[config.mk]
export PLATFORM = sky130hd
export DESIGN_NAME = tdec_ring
export DESIGN_NICKNAME = d
export VERILOG_FILES = /design/src/tdec_pkg.sv /design/src/tdec_ring.sv
export SDC_FILE = /design/constraint.sdc
export NUM_CORES = 2
export LEC_CHECK = 0
export CAP_MARGIN = 40
export CELL_PAD_IN_SITES_DETAIL_PLACEMENT = 0
export CELL_PAD_IN_SITES_GLOBAL_PLACEMENT = 2
export CORE_ASPECT_RATIO = 0.7
export CORE_UTILIZATION = 56
export CTS_CLUSTER_DIAMETER = 150
export DETAILED_ROUTE_END_ITERATION = 6
export DONT_BUFFER_PORTS = 1
export MAX_ROUTING_LAYER = met4
export PLACE_DENSITY_LB_ADDON = 0.1
export SETUP_SLACK_MARGIN = 0.4
export SLEW_MARGIN = 15
export SYNTH_ARGS = -nofsm -noshare
export SYNTH_HDL_FRONTEND = slang
export SYNTH_MEMORY_MAX_BITS = 65536
export SYNTH_SLANG_ARGS = --single-unit
[constraint.sdc]
create_clock -name clk_i -period 8.3 [get_ports clk_i]
set_clock_uncertainty 0.1 [all_clocks]
set_input_delay 0.415 -clock clk_i [delete_from_list [all_inputs] [get_ports clk_i]]
set_output_delay 0.415 -clock clk_i [all_outputs]
set_load 0.01 [all_outputs]
[src/tdec_pkg.sv]
// Shared constants and field widths for the temperature drift equilibrium checker.
package tdec_pkg;

  localparam int TEMP_W = 24;
  localparam int TIME_W = 48;
  localparam int WIN_W  = 6;
  localparam int LIM_W  = 20;
  localparam int CFG_IDX_W = 1;

  // Span bit where the limit product splits, and the bound past which the check always passes.
  localparam int SPAN_SPLIT = 22;
  localparam int BIG_SPAN_BIT = 44;

  localparam logic signed [TEMP_W-1:0] TEMP_FLOOR = -24'sd102400;
  localparam logic [TIME_W-1:0] MIN_SPAN_US = 48'd100000;
  localparam logic [LIM_W-1:0]  US_PER_S    = 20'd1000000;

  localparam logic [CFG_IDX_W-1:0] CFG_WINDOW_SAMPLES = 1'b0;
  localparam logic [CFG_IDX_W-1:0] CFG_DRIFT_LIMIT    = 1'b1;

endpackage

[src/tdec_ring.sv]
// History ring: temperature and time memories, one write and one registered read port.
module tdec_ring
  import tdec_pkg::*;
#(
  parameter int DEPTH = 64,
  parameter int PTR_W = 6
) (
  input  logic                     clk_i,
  input  logic                     we_i,
  input  logic [PTR_W-1:0]         waddr_i,
  input  logic signed [TEMP_W-1:0] wtemp_i,
  input  logic [TIME_W-1:0]        wtime_i,
  input  logic                     re_i,
  input  logic [PTR_W-1:0]         raddr_i,
  output logic signed [TEMP_W-1:0] rtemp_o,
  output logic [TIME_W-1:0]        rtime_o
);

  logic signed [TEMP_W-1:0] temp_mem [DEPTH];
  logic [TIME_W-1:0]        time_mem [DEPTH];

  always_ff @(posedge clk_i) begin
    if (we_i) begin
      temp_mem[waddr_i] <= wtemp_i;
      time_mem[waddr_i] <= wtime_i;
    end
  end

  always_ff @(posedge clk_i) begin
    if (re_i) begin
      rtemp_o <= temp_mem[raddr_i];
      rtime_o <= time_mem[raddr_i];
    end
  end

endmodule

==> run metrics <==
outcome finished, violations left; failing checks negative hold slack; DP Worst Slack 2710 ps; most common cell in the netlist edfxtp_1; CP required approximately 8900 ps; max-slew violations 0; Slowest-stage cell, CP buf_16; Commonest cells post-synth 4680 x edfxtp_1, 1100 x mux4_2, 351 x o22ai_1, 190 x clkbuf_1, 136 x nor2_1; H-tree level count 5; Clk pwr share between 40% and 50%; Worst Hold End rtime_o[46]; NetSw a little over 10 mW; CTS clk-pin slew, worst paths 60 ps; Routed Antenna Nets 0; synthesized flop and latch total 4680; synthesized netlist cell count about 7500; die width ~670 µm; cell mode on critical path buf_16; clock sinks ~4700; initial antenna violation count 26; initial core utilization a little under three fifths; top cell type by total area after synthesis edfxtp_1; Skew-Pair Late Insertion Delay about 970 ps; Hold Crit Start raddr_i[4]; DRC marker count from the first detailed-route iteration ~16000; clk buf depth 4; max frequency 0.205 GHz; Yosys warning count 0; Max-Cap Viols 0; endpoints failing hold 1; Slew HR 13.3%; worst min path class in2reg; largest net degree at the start of global routing ~430; critical path type in2reg; Peak VDD IR a little over 0.0002 V; final setup fails 0; PnR worst setup slack 3410 ps; number of global-route vias before repair between 80000 and 90000; crit end category register; WP buf/inv 6; P_int between 30 and 40 mW; synthesized area per cell between 20 and 25 µm²; Switching Share between 20% and 30%; CP Max Fanout ~130; dpl hpwl 263 mm; Final Cycle Share 58.9%; mux contribution to synthesized area 14.8%; DRC 0; routed wire length between 500 and 600 mm; total track usage 34.4%; Net Count, Synth between 7000 and 8000; Crit path max-delay family buffers and inverters; crit start category primary input; Port Buffer Count 0; cts bufs inserted 432; CP max stage delay ~700 ps; Reg2Reg Depth 6; hold path depth 3; fin nets 7970; CTS tree done; crit path DAT 5510 ps; Worst R2R End rtemp_o[23]; row count roughly 170; Vias between 80000 and 90000; async set or reset register ratio after synthesis 0%; met1 WL approximately 210 mm; setup_tns 0 ps; number of synthesized flops with an enable pin approximately 4700; Via density 7.20; R2R setup slack 5820 ps; Simple-Gate Fraction of Synth Area roughly 1.3%; met3 routed WL between 70 and 80 mm; measured slew at the worst slew-check pin approximately 1300 ps; sequential element share of the synthesized area 79.9%; FF-to-FF Start temp_mem[33][23]; final hold slack -16.9 ps; RSZ-0062 raised after global routing false; drt wl/cell around 43 µm; layout cells sized above 1 between 20 and 30%; DIE HEIGHT between 400 and 500 µm; first-pass GRT wire length 715 mm; post-synth top area share between 70% and 80%; Post-Synth XOR/XNOR Area 0%; synth top area cells edfxtp_1 80%, mux4_2 14%, o22ai_1 1.2%; TritonRoute pass-1 iters 7; # IOs approximately 160; Synth cell types 33; routability cong. 0.776; GRT overflow 0; Top FF cell, synth edfxtp_1; Pleak around 62 nW; max layer used met4; Resized cells post-CTS 0; largest family of logic cells by synthesized area multiplexers; Synth Area in Adders 0%; fin crit period about 5000 ps; crit-path cells buf_16, buf_16, buf_16, buf_16, buf_16, buf_16, mux4_2, nor2b_1, a211oi_1, nor3_1, o22a_1; core area 311000 µm²; Die ar. approximately 320000 µm²; PD cells 244 nW/µm²; synthesized area between 150000 and 200000 µm²; Compound-Gate Fraction of Synth Area roughly 2.8%; sequential cell fraction of total power between 50% and 60%; Area Overhead vs Synth 13.5%; DR WL met2 approximately 230 mm; clock root cell clkbuf_16; combinational share of power 4.6%
## power groups by stage
stage	sequential, mW	clock (mW)	combinational (mW)
finish	26.3	20.0	2.25
CTS	26.3	20.2	2.22
detailed placement	26.8	0	1.71
global route	26.3	21.0	2.34
floorplan	26.8	0	1.20
global placement	26.8	0	1.58
## layout by cell type (no fill, tap or decap), drive strengths merged
cell type      Yosys  final
a211oi           121    121
a21oi             14     14
a22oi             50     50
a31oi             10     10
and2               3      3
buf              242    328
bufinv             0     56
clkbuf           190    523
clkdlybuf4s15      0      1
clkinv             0    181
clkinvlp           0     19
diode              0     15
dlygate4sd3        0     89
edfxtp          4680   4680
inv                0      6
mux2i            118    118
mux4            1100   1100
nand2             22     22
nand2b            10     10
nand3             27     27
nand3b             3      3
nand4              1      1
nor2             137    137
nor2b             97     97
nor3              62     62
nor4              62     62
o211a             10     10
o21ai             10     10
o221ai            72     72
o22a              62     62
o22ai            351    351
or2                6      6
or3                2      2
or3b               1      1
## registers in the layout, summed over array words and instances, names as in the netlist
register	count
rtemp_o	24
time_mem	3072
rtime_o	48
temp_mem	1536
## metal layers
metal,global-route usage (%),vias to the layer above
met5,-,-
met4,6.96,0
met3,7.81,736
met2,47.8,6577
met1,53.0,48800
li1,-,33200
## worst reg2reg max path: stages (launching register included)
cell and delay (ps):
edfxtp_1 400, mux4_2 470, nor2b_1 150, a211oi_1 220, nor3_1 120, o22a_1 210, dlygate4sd3_1 570
## worst max path at each step
stage | startpoint | endpoint | cells past startpoint
6_report | raddr_i[0] | rtemp_o[10] | 11
5_1_grt | raddr_i[0] | rtime_o[45] | 11
4_1_cts | raddr_i[0] | rtime_o[43] | 9
3_5_place_dp | raddr_i[0] | rtime_o[43] | 9
3_3_place_gp | raddr_i[0] | rtemp_o[10] | 9
2_1_floorplan | waddr_i[3] | temp_mem[10][0] | 4
## through the flow
| step | hold slack [ps] | cell area (µm²) | total power, mW | instances | util [%] |
|---|---|---|---|---|---|
| 2_1_floorplan | 414 | 176000 | 28.0 | 7463 | - |
| 5_1_grt | -0.301 | 199000 | 49.7 | 12400 | 64.1 |
| 3_3_place_gp | 416 | 181000 | 28.4 | 11400 | 58.2 |
| 4_1_cts | 0.565 | 199000 | 48.7 | 12400 | 64.0 |
| 6_report | -16.9 | 199000 | 48.6 | 12400 | 64.1 |
| 3_5_place_dp | 416 | 182000 | 28.5 | 11400 | 58.6 |
## kinds of logic (layout without fill, tap and decap cells)
group                  Yosys count  after routing
muxes                         1218           1218
and+or+nand+nor                433            433
DFF                           4680           4680
AOI/OAI and AO/OA              700            700
buffers and inverters          432           1203
other                            0             15
## what timing repair did
| action | in CTS | in global routing |
|---|---|---|
| hold buffers | 166 | 3 |
| endpoints found under the hold margin | 4766 | 9 |
| setup buffers | 0 | 0 |
## cell type report
type	count	area, µm²
Tap cell	4152	5190
Fill cell	20300	112000
Antenna cell	15	37.5
Sequential cell	4680	141000
Multi-Input combinational cell	2351	33700
Clock buffer	523	11300
Timing Repair Buffer	418	5990
Clock inverter	262	2740
No activity file was read; power rests on OpenSTA's default activity.
